**src/hw/rtl/qcir_pkg.sv**
```systemverilog
// Package for the quadrature counter with index and rpm measurement.
// Holds the opcode and register codes, the result word type and the rpm
// constants. No dependencies.
`timescale 1ns / 1ps

package qcir_pkg;

   // Input opcodes
   typedef enum logic {
      OP_SAMPLE = 1'b0,
      OP_LOAD   = 1'b1
   } opcode_type;

   // Configuration register indexes
   localparam int unsigned CSR_INDEX_W = 1;
   localparam int unsigned CSR_DATA_W  = 32;

   typedef enum logic [CSR_INDEX_W-1:0] {
      CSR_PLAIN_MODE      = 1'b0,
      CSR_PRESET_POSITION = 1'b1
   } csr_index_type;

   // Field widths
   localparam int unsigned POS_W  = 32;
   localparam int unsigned TIME_W = 32;
   localparam int unsigned RPM_W  = 26;

   // Reset values
   localparam logic signed [POS_W-1:0] COUNT_RESET = 32'sd40000;

   // 60 s expressed in microseconds, dividend of the rpm calculation
   localparam logic [RPM_W-1:0]  RPM_NUMERATOR   = 26'd60000000;
   localparam logic [TIME_W-1:0] RPM_NUMERATOR_T = 32'd60000000;

   // Restoring divider: one quotient bit per cycle
   localparam int unsigned DIV_STEPS = RPM_W;
   localparam int unsigned STEP_W    = $clog2(DIV_STEPS);
   localparam logic [STEP_W-1:0] LAST_STEP = STEP_W'(DIV_STEPS - 1);

   // Result word
   typedef struct packed {
      logic signed [POS_W-1:0] position;
      logic [RPM_W-1:0]        speed_rpm;
      logic                    index_event;
   } rsp_word_type;

   // Controller to datapath commands
   typedef struct packed {
      logic accept;    // an input word is taken this cycle
      logic div_step;  // one divider iteration
      logic div_done;  // divider finished, commit rpm
   } dp_cmd_type;

   // Datapath to controller status
   typedef struct packed {
      logic needs_div; // the offered word is an index edge needing division
   } dp_status_type;

endpackage

```
**src/hw/rtl/qcir_ifs.sv**
```systemverilog
// Valid/ready channel interfaces for encoder sample words and result words.
// Depends on qcir_pkg for field widths.
`timescale 1ns / 1ps

interface qcir_req_if;
   logic                           valid;
   logic                           ready;
   logic                           opcode;
   logic                           a_level;
   logic                           b_level;
   logic                           z_level;
   logic [qcir_pkg::TIME_W-1:0]    time_us;

   modport source (output valid, opcode, a_level, b_level, z_level, time_us,
                   input ready);
   modport sink   (input valid, opcode, a_level, b_level, z_level, time_us,
                   output ready);
   modport monitor (input valid, ready, opcode, a_level, b_level, z_level,
                    time_us);
endinterface

interface qcir_rsp_if;
   logic                               valid;
   logic                               ready;
   logic signed [qcir_pkg::POS_W-1:0]  position;
   logic [qcir_pkg::RPM_W-1:0]         speed_rpm;
   logic                               index_event;

   modport source (output valid, position, speed_rpm, index_event,
                   input ready);
   modport sink   (input valid, position, speed_rpm, index_event,
                   output ready);
   modport monitor (input valid, ready, position, speed_rpm, index_event);
endinterface

```
**src/hw/rtl/qcir_ctrl.sv**
```systemverilog
// Controller FSM: input handshake, divider sequencing and result push.
// Depends on qcir_pkg.
`timescale 1ns / 1ps

module qcir_ctrl (
   input  logic                    clock,
   input  logic                    reset,
   input  logic                    req_valid,
   output logic                    req_ready,
   input  qcir_pkg::dp_status_type status,
   input  logic                    buf_full,
   output qcir_pkg::dp_cmd_type    cmd,
   output logic                    push
);
   import qcir_pkg::*;

   typedef enum logic [2:0] {
      ST_IDLE = 3'b001,
      ST_DIV  = 3'b010,
      ST_DONE = 3'b100
   } state_type;

   state_type         state_ff, state_in;
   logic [STEP_W-1:0] step_ff, step_in;
   logic              accept;

   // Take a word only while idle and the result buffer has a free slot
   assign req_ready = (state_ff == ST_IDLE) && !buf_full;
   assign accept    = req_valid && req_ready;

   always_comb begin
      state_in     = state_ff;
      step_in      = step_ff;
      cmd.accept   = 1'b0;
      cmd.div_step = 1'b0;
      cmd.div_done = 1'b0;
      push         = 1'b0;
      case (state_ff)
         ST_IDLE: begin
            cmd.accept = accept;
            if (accept) begin
               if (status.needs_div) begin
                  state_in = ST_DIV;
                  step_in  = '0;
               end else begin
                  push = 1'b1;
               end
            end
         end
         ST_DIV: begin
            cmd.div_step = 1'b1;
            step_in      = step_ff + STEP_W'(1);
            if (step_ff == LAST_STEP) begin
               state_in = ST_DONE;
            end
         end
         ST_DONE: begin
            cmd.div_done = 1'b1;
            push         = 1'b1;
            state_in     = ST_IDLE;
         end
         default: begin
            state_in = ST_IDLE;
         end
      endcase
   end

   always_ff @(posedge clock) begin
      if (reset) begin
         state_ff <= ST_IDLE;
         step_ff  <= '0;
      end else begin
         state_ff <= state_in;
         step_ff  <= step_in;
      end
   end

endmodule

```
**src/hw/rtl/qcir_datapath.sv**
```systemverilog
// Datapath: configuration registers, edge decode, position counter, index
// timing and the restoring rpm divider. Depends on qcir_pkg.
`timescale 1ns / 1ps

module qcir_datapath (
   input  logic                          clock,
   input  logic                          reset,
   input  logic                          csr_wr_en,
   input  logic [qcir_pkg::CSR_INDEX_W-1:0] csr_index,
   input  logic [qcir_pkg::CSR_DATA_W-1:0]  csr_wr_data,
   input  logic                          opcode,
   input  logic                          a_level,
   input  logic                          b_level,
   input  logic                          z_level,
   input  logic [qcir_pkg::TIME_W-1:0]   time_us,
   input  qcir_pkg::dp_cmd_type          cmd,
   output qcir_pkg::dp_status_type       status,
   output qcir_pkg::rsp_word_type        rsp_word
);
   import qcir_pkg::*;

   logic                    plain_ff;
   logic signed [POS_W-1:0] preset_ff;
   logic signed [POS_W-1:0] count_ff, count_in;
   logic                    a_prev_ff, b_prev_ff, z_prev_ff;
   logic [TIME_W-1:0]       last_time_ff;
   logic [RPM_W-1:0]        rpm_ff, rpm_in;

   logic [RPM_W-1:0]        divisor_ff;
   logic [RPM_W-1:0]        rem_ff, rem_in;
   logic [RPM_W-1:0]        quo_ff, quo_in;
   logic [RPM_W:0]          rem_shift;
   logic                    rem_ge;

   logic                    is_load;
   logic                    z_rise;
   logic [TIME_W-1:0]       interval;
   logic                    long_interval, zero_interval;
   logic                    a_mid;
   logic signed [2:0]       step_a, step_b, delta;
   logic                    up_plain, dn_plain;

   // Configuration writes
   always_ff @(posedge clock) begin
      if (reset) begin
         plain_ff  <= 1'b0;
         preset_ff <= COUNT_RESET;
      end else if (csr_wr_en) begin
         case (csr_index_type'(csr_index))
            CSR_PLAIN_MODE:      plain_ff  <= csr_wr_data[0];
            CSR_PRESET_POSITION: preset_ff <= signed'(csr_wr_data[POS_W-1:0]);
            default: ;
         endcase
      end
   end

   assign is_load = (opcode_type'(opcode) == OP_LOAD);

   // Quadrature decode: A first, then B against the updated A level
   always_comb begin
      step_a = 3'sd0;
      step_b = 3'sd0;
      a_mid  = a_prev_ff;
      if (a_level != a_prev_ff) begin
         step_a = (a_prev_ff == b_prev_ff) ? 3'sd1 : -3'sd1;
         a_mid  = a_level;
      end
      if (b_level != b_prev_ff) begin
         step_b = (a_mid != b_prev_ff) ? 3'sd1 : -3'sd1;
      end
      // plain mode: single rising edges with the other channel low
      up_plain = a_level && !a_prev_ff && !b_level;
      dn_plain = b_level && !b_prev_ff && !a_level;
      if (plain_ff) begin
         delta = (up_plain ? 3'sd1 : 3'sd0) - (dn_plain ? 3'sd1 : 3'sd0);
      end else begin
         delta = step_a + step_b;
      end
   end

   // Index edge and interval classification
   assign z_rise        = z_level && !z_prev_ff && !is_load;
   assign interval      = time_us - last_time_ff;
   assign long_interval = (interval >= RPM_NUMERATOR_T);
   assign zero_interval = (interval == '0);
   assign status.needs_div = z_rise && !long_interval && !zero_interval;

   // Next count for every word, and rpm for a word that finishes without the divider
   always_comb begin
      rpm_in = rpm_ff;
      if (is_load) begin
         count_in = preset_ff;
      end else if (z_rise) begin
         count_in = '0;
         if (zero_interval) begin
            rpm_in = RPM_NUMERATOR;
         end else begin
            rpm_in = '0;
         end
      end else begin
         count_in = count_ff + {{(POS_W-3){delta[2]}}, delta};
      end
   end

   // Pin state, count, index time and rpm
   always_ff @(posedge clock) begin
      if (reset) begin
         count_ff     <= COUNT_RESET;
         a_prev_ff    <= 1'b0;
         b_prev_ff    <= 1'b0;
         z_prev_ff    <= 1'b0;
         last_time_ff <= '0;
         rpm_ff       <= '0;
      end else if (cmd.accept) begin
         count_ff <= count_in;
         if (!is_load) begin
            a_prev_ff <= a_level;
            b_prev_ff <= b_level;
            z_prev_ff <= z_level;
            if (z_rise) begin
               last_time_ff <= time_us;
            end
            if (!status.needs_div) begin
               rpm_ff <= rpm_in;
            end
         end
      end else if (cmd.div_done) begin
         rpm_ff <= quo_ff;
      end
   end

   // Restoring divider: dividend bits shift out of quo_ff as quotient bits enter
   assign rem_shift = {rem_ff, quo_ff[RPM_W-1]};
   assign rem_ge    = (rem_shift >= {1'b0, divisor_ff});

   always_comb begin
      if (rem_ge) begin
         rem_in = RPM_W'(rem_shift - {1'b0, divisor_ff});
      end else begin
         rem_in = rem_shift[RPM_W-1:0];
      end
      quo_in = {quo_ff[RPM_W-2:0], rem_ge};
   end

   always_ff @(posedge clock) begin
      if (cmd.accept && status.needs_div) begin
         divisor_ff <= interval[RPM_W-1:0];
         rem_ff     <= '0;
         quo_ff     <= RPM_NUMERATOR;
      end else if (cmd.div_step) begin
         rem_ff <= rem_in;
         quo_ff <= quo_in;
      end
   end

   // Result word toward the output buffer
   always_comb begin
      if (cmd.div_done) begin
         rsp_word.position    = '0;
         rsp_word.speed_rpm   = quo_ff;
         rsp_word.index_event = 1'b1;
      end else begin
         rsp_word.position    = count_in;
         rsp_word.speed_rpm   = rpm_in;
         rsp_word.index_event = z_rise;
      end
   end

endmodule

```
**src/hw/rtl/qcir_rsp_buf.sv**
```systemverilog
// Two-entry output buffer that drives the result channel.
// Depends on qcir_pkg and qcir_rsp_if.
`timescale 1ns / 1ps

module qcir_rsp_buf (
   input  logic                   clock,
   input  logic                   reset,
   input  logic                   push,
   input  qcir_pkg::rsp_word_type push_word,
   output logic                   full,
   qcir_rsp_if.source             rsp_port
);
   import qcir_pkg::*;

   rsp_word_type head_ff, head_in, tail_ff, tail_in;
   logic         head_vld_ff, head_vld_in, tail_vld_ff, tail_vld_in;
   logic         pop;

   assign pop  = head_vld_ff && rsp_port.ready;
   assign full = tail_vld_ff;

   // Pop shifts the tail forward, push fills the first free slot
   always_comb begin
      head_in     = head_ff;
      tail_in     = tail_ff;
      head_vld_in = head_vld_ff;
      tail_vld_in = tail_vld_ff;
      if (pop) begin
         head_in     = tail_ff;
         head_vld_in = tail_vld_ff;
         tail_vld_in = 1'b0;
      end
      if (push) begin
         if (!head_vld_in) begin
            head_in     = push_word;
            head_vld_in = 1'b1;
         end else begin
            tail_in     = push_word;
            tail_vld_in = 1'b1;
         end
      end
   end

   always_ff @(posedge clock) begin
      if (reset) begin
         head_vld_ff <= 1'b0;
         tail_vld_ff <= 1'b0;
      end else begin
         head_vld_ff <= head_vld_in;
         tail_vld_ff <= tail_vld_in;
      end
   end

   always_ff @(posedge clock) begin
      head_ff <= head_in;
      tail_ff <= tail_in;
   end

   assign rsp_port.valid       = head_vld_ff;
   assign rsp_port.position    = head_ff.position;
   assign rsp_port.speed_rpm   = head_ff.speed_rpm;
   assign rsp_port.index_event = head_ff.index_event;

endmodule

```
**src/hw/rtl/quadrature_counter_index_rpm_unit.sv**
```systemverilog
// Quadrature encoder counter with index pulse and rpm measurement.
//
// req_port carries one word per encoder sample (A, B, Z levels and a
// microsecond timestamp) or a load command that presets the position.
// rsp_port returns exactly one word per request: position after the word,
// the last rpm value and an index flag. csr_* writes plain_mode (index 0)
// and preset_position (index 1), one register per cycle, no read-back.
//
// Loads and samples with no division enter the output buffer when accepted.
// A sample that sees a Z rise with an interval between 1 and 59999999 us
// runs the restoring divider, one quotient bit per cycle, and its result
// is pushed after the last step and the next word waits for that push.
// Other words sustain one per cycle while the output buffer has room.
//
// Reset (synchronous, active high) returns the count to 40000, clears the
// pin history, index time and rpm, and empties the output buffer.
// A two-entry output buffer lets one word be accepted while a result
// waits; with both entries held by a stalled receiver, req_port.ready drops.
// Depends on qcir_pkg, qcir_ifs, qcir_ctrl, qcir_datapath, qcir_rsp_buf.
`timescale 1ns / 1ps

module quadrature_counter_index_rpm_unit (
   input  logic                                clock,
   input  logic                                reset,
   qcir_req_if.sink                            req_port,
   qcir_rsp_if.source                          rsp_port,
   input  logic                                csr_wr_en,
   input  logic [qcir_pkg::CSR_INDEX_W-1:0]    csr_index,
   input  logic [qcir_pkg::CSR_DATA_W-1:0]     csr_wr_data
);
   import qcir_pkg::*;

   dp_cmd_type    cmd;
   dp_status_type status;
   rsp_word_type  rsp_word;
   logic          push;
   logic          buf_full;

   qcir_ctrl u_ctrl (
      .clock     (clock),
      .reset     (reset),
      .req_valid (req_port.valid),
      .req_ready (req_port.ready),
      .status    (status),
      .buf_full  (buf_full),
      .cmd       (cmd),
      .push      (push)
   );

   qcir_datapath u_datapath (
      .clock       (clock),
      .reset       (reset),
      .csr_wr_en   (csr_wr_en),
      .csr_index   (csr_index),
      .csr_wr_data (csr_wr_data),
      .opcode      (req_port.opcode),
      .a_level     (req_port.a_level),
      .b_level     (req_port.b_level),
      .z_level     (req_port.z_level),
      .time_us     (req_port.time_us),
      .cmd         (cmd),
      .status      (status),
      .rsp_word    (rsp_word)
   );

   qcir_rsp_buf u_rsp_buf (
      .clock     (clock),
      .reset     (reset),
      .push      (push),
      .push_word (rsp_word),
      .full      (buf_full),
      .rsp_port  (rsp_port)
   );

endmodule

```
**src/flat_wrapper.sv**
```systemverilog
// flat-port wrapper written by rule: the top's interface ports become plain ports
module quadrature_counter_index_rpm_unit_flat import qcir_pkg::*;
  (clock, reset, csr_wr_en, csr_index, csr_wr_data, req_port_valid, req_port_opcode, req_port_a_level, req_port_b_level, req_port_z_level, req_port_time_us, req_port_ready, rsp_port_valid, rsp_port_position, rsp_port_speed_rpm, rsp_port_index_event, rsp_port_ready);
  qcir_req_if req_port_i ();
  qcir_rsp_if rsp_port_i ();
  input  logic clock;
  input  logic reset;
  input  logic csr_wr_en;
  input  logic [qcir_pkg::CSR_INDEX_W-1:0] csr_index;
  input  logic [qcir_pkg::CSR_DATA_W-1:0] csr_wr_data;
  input wire logic [$bits(req_port_i.valid)-1:0] req_port_valid;
  input wire logic [$bits(req_port_i.opcode)-1:0] req_port_opcode;
  input wire logic [$bits(req_port_i.a_level)-1:0] req_port_a_level;
  input wire logic [$bits(req_port_i.b_level)-1:0] req_port_b_level;
  input wire logic [$bits(req_port_i.z_level)-1:0] req_port_z_level;
  input wire logic [$bits(req_port_i.time_us)-1:0] req_port_time_us;
  output wire logic [$bits(req_port_i.ready)-1:0] req_port_ready;
  output wire logic [$bits(rsp_port_i.valid)-1:0] rsp_port_valid;
  output wire logic [$bits(rsp_port_i.position)-1:0] rsp_port_position;
  output wire logic [$bits(rsp_port_i.speed_rpm)-1:0] rsp_port_speed_rpm;
  output wire logic [$bits(rsp_port_i.index_event)-1:0] rsp_port_index_event;
  input wire logic [$bits(rsp_port_i.ready)-1:0] rsp_port_ready;
  assign req_port_i.valid = req_port_valid;
  assign req_port_i.opcode = req_port_opcode;
  assign req_port_i.a_level = req_port_a_level;
  assign req_port_i.b_level = req_port_b_level;
  assign req_port_i.z_level = req_port_z_level;
  assign req_port_i.time_us = req_port_time_us;
  assign req_port_ready = req_port_i.ready;
  assign rsp_port_valid = rsp_port_i.valid;
  assign rsp_port_position = rsp_port_i.position;
  assign rsp_port_speed_rpm = rsp_port_i.speed_rpm;
  assign rsp_port_index_event = rsp_port_i.index_event;
  assign rsp_port_i.ready = rsp_port_ready;
  quadrature_counter_index_rpm_unit u_core (.clock(clock), .reset(reset), .req_port(req_port_i), .rsp_port(rsp_port_i), .csr_wr_en(csr_wr_en), .csr_index(csr_index), .csr_wr_data(csr_wr_data));
endmodule
```
**config.mk**
```make
export PLATFORM = sky130hd
export DESIGN_NAME = quadrature_counter_index_rpm_unit_flat
export DESIGN_NICKNAME = d
export VERILOG_FILES = /design/src/hw/rtl/qcir_pkg.sv /design/src/hw/rtl/qcir_ifs.sv /design/src/hw/rtl/qcir_ctrl.sv /design/src/hw/rtl/qcir_datapath.sv /design/src/hw/rtl/qcir_rsp_buf.sv /design/src/hw/rtl/quadrature_counter_index_rpm_unit.sv /design/src/flat_wrapper.sv
export SDC_FILE = /design/constraint.sdc
export NUM_CORES = 1
export LEC_CHECK = 0
export BUFFER_PORTS_ARGS = -buffer_cell sky130_fd_sc_hd__buf_2
export CORE_UTILIZATION = 55
export CTS_CLUSTER_SIZE = 12
export DETAILED_ROUTE_END_ITERATION = 10
export PLACE_DENSITY = 0.76
export RECOVER_POWER = 100
export SLEW_MARGIN = 20
export SYNTH_ARGS = -nofsm -noshare
export SYNTH_HDL_FRONTEND = slang
export SYNTH_SLANG_ARGS = --single-unit
```
**constraint.sdc**
```tcl
create_clock -name clock -period 7.75 [get_ports clock]
set_input_delay 1.9375 -clock clock [delete_from_list [all_inputs] [get_ports clock]]
set_output_delay 1.9375 -clock clock [all_outputs]
set_load 0.02 [all_outputs]
```
==> Yosys cells after proc, flatten, opt, wreduce, memory -nomap -nowiden <==
Cells that the tools add are included.
{ "word_totals": {"regBits": 332, "input_bits": 74, "out_inout_bits": 61, "elab_cells": 116} }
{ "op_classes": {"add_sub_neg": 6, "n_lt_le_gt_ge": 2, "n_eq_ne": 13, "muxes": 40, "bitwise_logic": 2, "n_reduce_logical": 32} }
{ "ops": {"columns": ["cell", "n"], "rows": [
  ["59-bit 2-to-1 mux", 4],
  ["26-bit 2-to-1 mux", 8],
  ["32-bit 2-to-1 mux", 2],
  ["32-bit adder", 1],
  ["32-bit by 26-bit greater-or-equal comparator with 1-bit output, second input constant", 1],
  ["32-bit logical NOT", 1],
  ["32-bit subtractor", 1],
  ["27-bit by 26-bit greater-or-equal comparator with 1-bit output", 1],
  ["26-bit subtractor", 1],
  ["3-bit 2-to-1 mux", 8],
  ["1-bit 2-to-1 mux", 13],
  ["1-bit logical AND", 12],
  ["3-bit AND reduction", 4],
  ["5-bit 2-to-1 mux", 2],
  ["2-bit inequality test, second input constant", 5],
  ["5-bit case mux with 2 select lines", 1],
  ["1-bit logical NOT", 9],
  ["2-bit AND reduction", 4],
  ["3-bit case mux with 2 select lines", 1],
  ["5-bit by 1-bit adder with 5-bit output, second input constant", 1],
  ["5-bit equality test, second input constant", 1],
  ["2-bit nonzero test", 2],
  ["3-bit adder", 1],
  ["3-bit by 1-bit equality test with 1-bit output, second input constant", 1],
  ["other kinds (7)", 10]
]} }

==> Longest topological paths before layout <==
Gate-level depths: netlist (run 1).
{ "depth": {"word_depth": 13, "ltp_mapped": 21, "ltp_nobuf": 21} }

==> Hierarchy <==
From an unflattened synthesis (run 1), not the netlist that was laid out.
{ "unflattened": {"cells_unflattened": 2096, "hier_area_um2": 18587.8} }
{ "by_module_without_submodules": {"columns": ["module", "instances", "cells_each", "area_each_um2", "seq_area_each_um2"], "rows": [
  ["qcir_datapath", 1, 1782, 13610.6, 4344.2],
  ["qcir_rsp_buf", 1, 261, 4521.8, 2992.9],
  ["qcir_ctrl", 1, 53, 455.4, 160.2]
]} }

==> Worst setup path before layout (run 1) <==
OpenSTA, ideal clock, no wires.
{ "synth_timing": {"path_type": "input port to flip-flop", "start": "in req_port_time_us[9]", "end": "reg u_core.u_rsp_buf.tail_ff[0] (netlist name) (enable)", "setup_time_ns": 0.476, "arrival_ns": 6.948, "required_time_ns": 7.274, "setup_slack_ns": 0.326, "stages": 12, "path_buffers": 1, "cell_sequence": "ha_1 > clkbuf_1 > a21o_1 > or2_2 > or3_1 > a2111oi_2 > nand4_1 > nor4_1 > nand3_1 > a31oi_4 > nor2_1 > nor2_1"} }
{ "synth_via": {"elab_chain_cells": 9, "elab_cells_between_ends": 11, "cone_classes": "1 x add/sub; 1 x order compare; 3 x mux; 6 x reduce/logical"} }
{ "synth_lines": {"columns": ["item", "line_no", "text"], "rows": [
  ["from (decl)", "flat_wrapper.sv:16", "input wire logic [$bits(req_port_i.time_us)-1:0] req_port_time_us;"],
  ["32-bit subtractor (*)", "qcir_datapath.sv:83", "assign interval = time_us - last_time_ff;"],
  ["32-bit by 26-bit greater-or-equal comparator with 1-bit output", "qcir_datapath.sv:84", "assign long_interval = (interval >= RPM_NUMERATOR_T);"],
  ["1-bit logical NOT", "qcir_datapath.sv:86", "assign status.needs_div = z_rise && !long_interval && !zero_interval;"],
  ["1-bit logical AND", "qcir_datapath.sv:86", null],
  ["1-bit logical AND (*)", "qcir_datapath.sv:86", null],
  ["1-bit 2-to-1 mux (*)", "qcir_ctrl.sv:42", "if (status.needs_div) begin"],
  ["1-bit 2-to-1 mux (*)", "qcir_ctrl.sv:41", "if (accept) begin"],
  ["1-bit case mux with 2 select lines (*)", "qcir_ctrl.sv:38", "case (state_ff)"],
  ["2-bit AND reduction (no line) (*)", null, null],
  ["to (signal assigned)", "qcir_rsp_buf.sv:56", "tail_ff <= tail_in;"],
  ["to (decl)", "qcir_rsp_buf.sv:15", "rsp_word_type head_ff, head_in, tail_ff, tail_in;"]
]} }
Every way passes the cells marked *; elsewhere a longest branch is shown, timed or not.
A chain may end at the register's enable or synchronous reset.

==> flow_metrics.tcl, run 1 <==
set metrics [dict create \
    antenna_left 0 \
    critPathLaunchType "input port" \
    cp.arrival_ns 7.14 \
    finalClockSkew_ns 0.0202 \
    drtIter0Drc 1028 \
    antenna_found_initial 3 \
    vdd_drop_max_mv 0.293 \
    cts_tree "built" \
    start_util 0.559 \
    fillCellCount 2819 \
    core_area_um2 32600 \
    post_drt_wl_per_cell_um 16.9 \
    via_count 14998 \
    p_sw_frac 0.298 \
    crit_type "input port to flip-flop" \
    required_ns 8.16 \
    final_util 0.621 \
    seqPwrFrac 0.411 \
    syn_area_per_cell_um2 8.89 \
    syn-num-nets 2226 \
    async_reset_ff_frac 0 \
    synth_edf_count 85 \
    finalSetupViolCount 0 \
    power.leakage_uw 0.00822 \
    synth_top_area_frac 0.271 \
    drt_first_pass_iters 7 \
    crit_path_end_kind "flip-flop" \
    period_minus_slack_ns 6.73 \
    post_cts_buffers 0 \
    row_count 66 \
    hold_depth 2 \
    synth_area_um2 18200 \
    root_buffer "clkbuf_16" \
    slew_headroom -0.880 \
    yosys.cell_count.top_type "nand2_1" \
    hold_slack_ns 0.452 \
    grt_setup_unrepaired "false" \
    synth_common_cells "nand2_1, dfxtp_1, a21oi_1" \
    gp_congestion 0.933 \
    p_clk_frac 0.361 \
    p_switching_uw 1480 \
    hold_buffers 0 \
    cts.repair.resized 0 \
    pwr-share-comb 0.228 \
    max_freq_ghz 0.149 \
    cts.sinks 332 \
    viasPerCell 5.78 \
    internal-power_uw 3480 \
    grt_usage 0.255 \
    ys_ff_latch 332 \
    path_max_fanout 23 \
    h-tree-depth 2 \
    power_density_nw_per_um2 245 \
    violations "capacitance limit, slew limit" \
    drive_above_1_share 0.125 \
    period_share 0.868 \
    maxCapViolCount 6 \
    worstSkewPairLatency_ns 0.53 \
    numCtsBuffers 38 \
    grt_pass1_wl_um 70600 \
    fp.dieH_um 184 \
    route.detailed.drc 0 \
    routed_wl_um 43800 \
    syn2layout_area_growth_pct 11.1 \
    tightest_slew_ns 2.82 \
    cts.reportedPaths.clkPinSlew_ns 0.05 \
    grt_start_max_net_pins 62 \
    ys.flop_type "dfxtp_1" \
    min_path_type "flip-flop to flip-flop" \
    hold_viol 0 \
    synth_top_area_cell "dfxtp_1" \
    clock_path_buffers 3 \
    synthTopCellsByArea "dfxtp_1, edfxtp_1, ha_1" \
    fin_total_pwr_uw 4960 \
    yosys.cell_types.count 80 \
    grt_pass1_vias 14217 \
    design.die.area_um2 33900 \
    die_x_um 184 \
    place_hpwl_um 30600 \
    drv_slew 294 \
    nets 2296 \
    reg2regPathDepth 20 \
    synthCells 2052 \
    status "finished, violations left" \
    ios 135 \
    ys_seq_area_frac 0.411 \
    io_buffers 134 \
    ys.warnings.count 0 \
    overflow 0 \
    setup_tns_ns 0 \
]
==> cell type report <==
class                   instances  area (um2)  area share
clock inverters                14         178     0.00877
diodes                          2        5.00    0.000247
inverters                     109         409      0.0202
repair buffers                149         686      0.0339
flip-flops and latches        332        7500       0.370
multi-input cells            1492        9830       0.486
clock buffers                  56        1090      0.0538
well taps                     442         553      0.0273
==> layout by cell type, fill, tap and decap left out, types with 8 or more instances in the layout <==
master / n
o211ai_1: 14
and2_0: 9
or2_2: 8
a211o_1: 8
a31oi_1: 12
mux2i_1: 15
and2_1: 10
inv_1: 109
nor2b_1: 13
a21oi_1: 186
o2bb2ai_1: 10
clkbuf_1: 86
nand2b_1: 14
a22oi_1: 20
ha_1: 96
buf_2: 65
a21o_1: 34
mux2_2: 106
o21bai_1: 14
nand3_1: 17
dfxtp_1: 247
nand3b_1: 16
a211oi_1: 51
nor2_1: 174
clkbuf_16: 39
a22o_1: 34
xor2_1: 32
nor3_1: 56
o21ai_0: 77
and3_1: 9
nand2_1: 266
nor4_1: 9
o21a_1: 16
nand4_1: 33
xnor2_1: 39
mux2_1: 8
edfxtp_1: 85
==> critical path: stages <==
cell	delay [ns]
clkbuf_1	0.14
ha_1	0.22
nor2_1	0.13
xnor2_1	0.14
nand2_1	0.09
fa_1	0.41
o21ai_2	0.33
clkbuf_1	0.93
ha_1	0.38
nand2_1	0.08
nor3_1	0.24
nand2b_1	0.08
o211ai_1	0.43
nand3_1	0.19
a31o_1	0.29
o41ai_1	0.36
xnor2_1	0.11
a22oi_1	0.22
nor2_1	0.10
mux2_2	0.31
==> metrics by stage <==
step,instances,area (um2),setup WS [ns]
after global placement,2524,19100,1.41
after detailed placement,2524,19100,1.27
final,2596,20300,1.02
after CTS,2594,20400,1.79
after floorplan,2052,18200,0.326
after global routing,2596,20300,0.625
==> registers in the layout, summed over array words and instances (netlist names), 3 cells and up <==
signal,cells
u_core.u_datapath.divisor_ff,26
u_core.u_rsp_buf.rsp_port.speed_rpm,26
u_core.u_ctrl.step_ff,5
u_core.u_datapath.quo_ff,26
u_core.u_datapath.rpm_ff,26
u_core.u_rsp_buf.rsp_port.position,32
u_core.u_rsp_buf.tail_ff,59
u_core.u_datapath.last_time_ff,32
u_core.u_datapath.count_ff,32
u_core.u_datapath.preset_ff,32
u_core.u_datapath.rem_ff,26
u_core.u_ctrl.state_ff,3
==> kinds of logic (layout without fill, tap and decap cells) <==
family                   Yosys count  after routing  share of synthesized area
AND/OR/NAND/NOR                  662            662                      0.164
AO/OA/AOI/OAI                    530            530                      0.190
flip-flops                       332            332                      0.411
buffers and inverters            228            328                     0.0498
multiplexers                     129            129                     0.0803
adder cells (fa/ha/maj)          100            100                     0.0703
XOR/XNOR                          71             71                     0.0341
other                              0              2                          0
==> power by group through the flow <==
stage               Clock, uW  Combinational [uW]  Sequential, uW
finish                   1790                1130            2040
global placement            0                1120            2070
floorplan                   0                 802            2120
detailed placement          0                1140            2070
CTS                      1820                1150            2040
global route             1900                1250            2060
==> path summary, 6_finish.rpt <==
kind | start | endpoint | slack [ns]
worst max register to register | u_core.u_datapath.a_prev_ff | u_core.u_rsp_buf.rsp_port.position[31] | 2.15
worst min register to register | u_core.u_datapath.last_time_ff[19] | u_core.u_datapath.last_time_ff[19] | 0.45
worst max-delay path | req_port_a_level | u_core.u_rsp_buf.rsp_port.position[31] | 1.02
worst min-delay path | u_core.u_datapath.last_time_ff[19] | u_core.u_datapath.last_time_ff[19] | 0.45
==> metal layers <==
| metal | vias to the layer above | wire (um) | track usage |
|---|---|---|---|
| li1 | 7433 | - | - |
| met1 | 7090 | 20700 | 0.351 |
| met2 | 390 | 19900 | 0.416 |
| met3 | 83 | 2120 | 0.0345 |
| met4 | 2 | 1100 | 0.0787 |
| met5 | - | 13 | 0 |
No activity file was read; power rests on OpenSTA's default activity.
==> inputs of run 2 (changes only) <==
--- a/config.mk
+++ b/config.mk
@@ -5,8 +5,9 @@
 export SDC_FILE = /design/constraint.sdc
 export NUM_CORES = 1
 export LEC_CHECK = 0
+export ABC_AREA = 1
 export BUFFER_PORTS_ARGS = -buffer_cell sky130_fd_sc_hd__buf_2
-export CORE_UTILIZATION = 55
+export CORE_UTILIZATION = 56
 export CTS_CLUSTER_SIZE = 12
 export DETAILED_ROUTE_END_ITERATION = 10
 export PLACE_DENSITY = 0.76
==> flow_metrics.tcl, run 2 <==
set metrics [dict create \
    nets 3242 \
    cts.sinks 332 \
    finalClockSkew_ns 0.0256 \
    cp-startpoint "req_port_time_us[2]" \
    hold_viol 0 \
    antenna_left 0 \
    period_share 0.862 \
    antenna_cells 0 \
    design.die.area_um2 37700 \
    cp.arrival_ns 6.89 \
    fp.dieH_um 194 \
    drv_slew 315 \
    synthTopCellsByArea "dfxtp_1, nand2_1, edfxtp_1" \
    h-tree-depth 2 \
    maxCapViolCount 6 \
    drtIter0Drc 1288 \
    synth_common_cells "nand2_1, inv_1, o21ai_0" \
    via_count 19521 \
    synthCells 2993 \
    synth_area_um2 20700 \
    setup_tns_ns 0 \
    min_path_type "flip-flop to flip-flop" \
    finalSetupViolCount 0 \
    cts_tree "built" \
    core_area_um2 36500 \
    multi_input_area_um2 10900 \
    worstSkewPairLatency_ns 0.56 \
    slowest_delay_ns 1.17 \
    ys.flop_type "dfxtp_1" \
    io_buffers 134 \
    clock_path_buffers 3 \
    ys_ff_latch 332 \
    grt_pass1_wl_um 92200 \
    violations "capacitance limit, slew limit" \
    setup_slack_ns 1.07 \
    row_count 70 \
    cp_common_cell "nand2_1" \
    place_hpwl_um 41500 \
    synth_top_area_frac 0.239 \
    required_ns 7.96 \
    tightest_slew_ns 3.79 \
    ios 135 \
    critPathLaunchType "input port" \
    crit_type "input port to flip-flop" \
    power_density_nw_per_um2 216 \
    critPathSlowestCell "nand2_1" \
    post_drt_wl_per_cell_um 16.0 \
    syn2layout_area_growth_pct 8.76 \
    slew_headroom -1.53 \
    regArea_um2 7500 \
    grt_usage 0.300 \
    syn-num-nets 3167 \
    synth_top_area_cell "dfxtp_1" \
    grt_setup_unrepaired "false" \
    final_common_cell "nand2_1" \
    die_x_um 194 \
    ys.warnings.count 0 \
    final_cell_mix "nand2_1, inv_1, o21ai_0" \
    ys_seq_area_frac 0.362 \
    cts.reportedPaths.clkPinSlew_ns 0.06 \
    async_reset_ff_frac 0 \
    routed_wl_um 56900 \
    status "finished, violations left" \
    start_util 0.567 \
    overflow 0 \
    syn_area_per_cell_um2 6.91 \
    dpl_worst_slack_ns 1.29 \
    largest_reg_flops 59 \
    yosys.cell_count.top_type "nand2_1" \
    drt_first_pass_iters 7 \
    crit_path_end_kind "flip-flop" \
    route.detailed.drc 0 \
    grt_start_max_net_pins 96 \
    vdd_drop_max_mv 0.167 \
    fillCellCount 3463 \
    max_freq_ghz 0.150 \
    synth_edf_count 85 \
    top_register "u_core.u_rsp_buf.tail_ff" \
    hold_path.startpoint "u_core.u_datapath.preset_ff[0]" \
    r2r_start "u_core.u_ctrl.state_ff[1]" \
    drive_above_1_share 0.0820 \
    gp_congestion 0.977 \
    grt_pass1_vias 18498 \
    power.leakage_uw 0.0111 \
    path_max_fanout 42 \
    period_minus_slack_ns 6.68 \
    numCtsBuffers 37 \
    post_cts_buffers 0 \
    hold_buffers 0 \
    viasPerCell 5.48 \
    yosys.cell_types.count 51 \
    cts.repair.resized 0 \
    root_buffer "clkbuf_16" \
    antenna_found_initial 0 \
]
## run 2: critical path, delay by kind of cell
kind                     cells  cell delay (ns)
buffers and inverters        4             1.31
adder cells (fa/ha/maj)      1             0.45
AND/OR/NAND/NOR             20             3.15
## run 2: where the power goes
part           leakage [uW]  internal, uW  switching [uW]
registers           0.00281          1900            66.0
clock network      0.000561           997             733
logic               0.00777           366             791
## run 2: routing by layer
layer | share of wire | routed length (um) | vias up | GRT usage
met5 | 0 | 0 | - | 0
met4 | 0.023 | 1320 | 0 | 0.0882
met3 | 0.062 | 3520 | 95 | 0.0426
met2 | 0.46 | 25900 | 605 | 0.497
met1 | 0.46 | 26100 | 8956 | 0.406
li1 | - | - | 9865 | -
## run 2: cell families after synthesis
logic type / Yosys count / synth area share
AOI/OAI and AO/OA: 593 / 0.160
xor gates and xnor gates: 15 / 0.00635
DFF: 332 / 0.362
adders and majority gates: 100 / 0.0619
buffers and inverters: 564 / 0.108
and+or+nand+nor: 1330 / 0.269
muxes: 59 / 0.0321
## run 2: path summary, 6_finish.rpt
check / end / cells past startpoint / slack (ns)
worst max-delay path: u_core.u_rsp_buf.tail_ff[1] / 25 / 1.07
worst min-delay path: u_core.u_datapath.preset_ff[0] / 2 / 0.45
worst max register to register: u_core.u_datapath.rpm_ff[24] / 10 / 2.05
worst min register to register: u_core.u_datapath.preset_ff[0] / 2 / 0.45
## run 2: final cells by class
cell class / instances / share of cell area
sequential: 332 / 0.333
inverter: 447 / 0.0747
clock inverter: 12 / 0.00628
tap: 468 / 0.0260
multi-input combinational: 2097 / 0.482
timing repair buffer: 153 / 0.0317
clock buffer: 55 / 0.0459
## run 2: per-stage QoR
stage / std cells / power [uW] / area [um2] / hold slack, ns / utilization
floorplan: 2993 / 2810 / 20700 / 0.425 / -
global placement: 3497 / 3130 / 21500 / 0.439 / 0.590
detailed placement: 3497 / 3160 / 21500 / 0.441 / 0.590
CTS: 3564 / 4880 / 22700 / 0.450 / 0.622
global route: 3564 / 5090 / 22500 / 0.474 / 0.616
finish: 3564 / 4850 / 22500 / 0.446 / 0.616
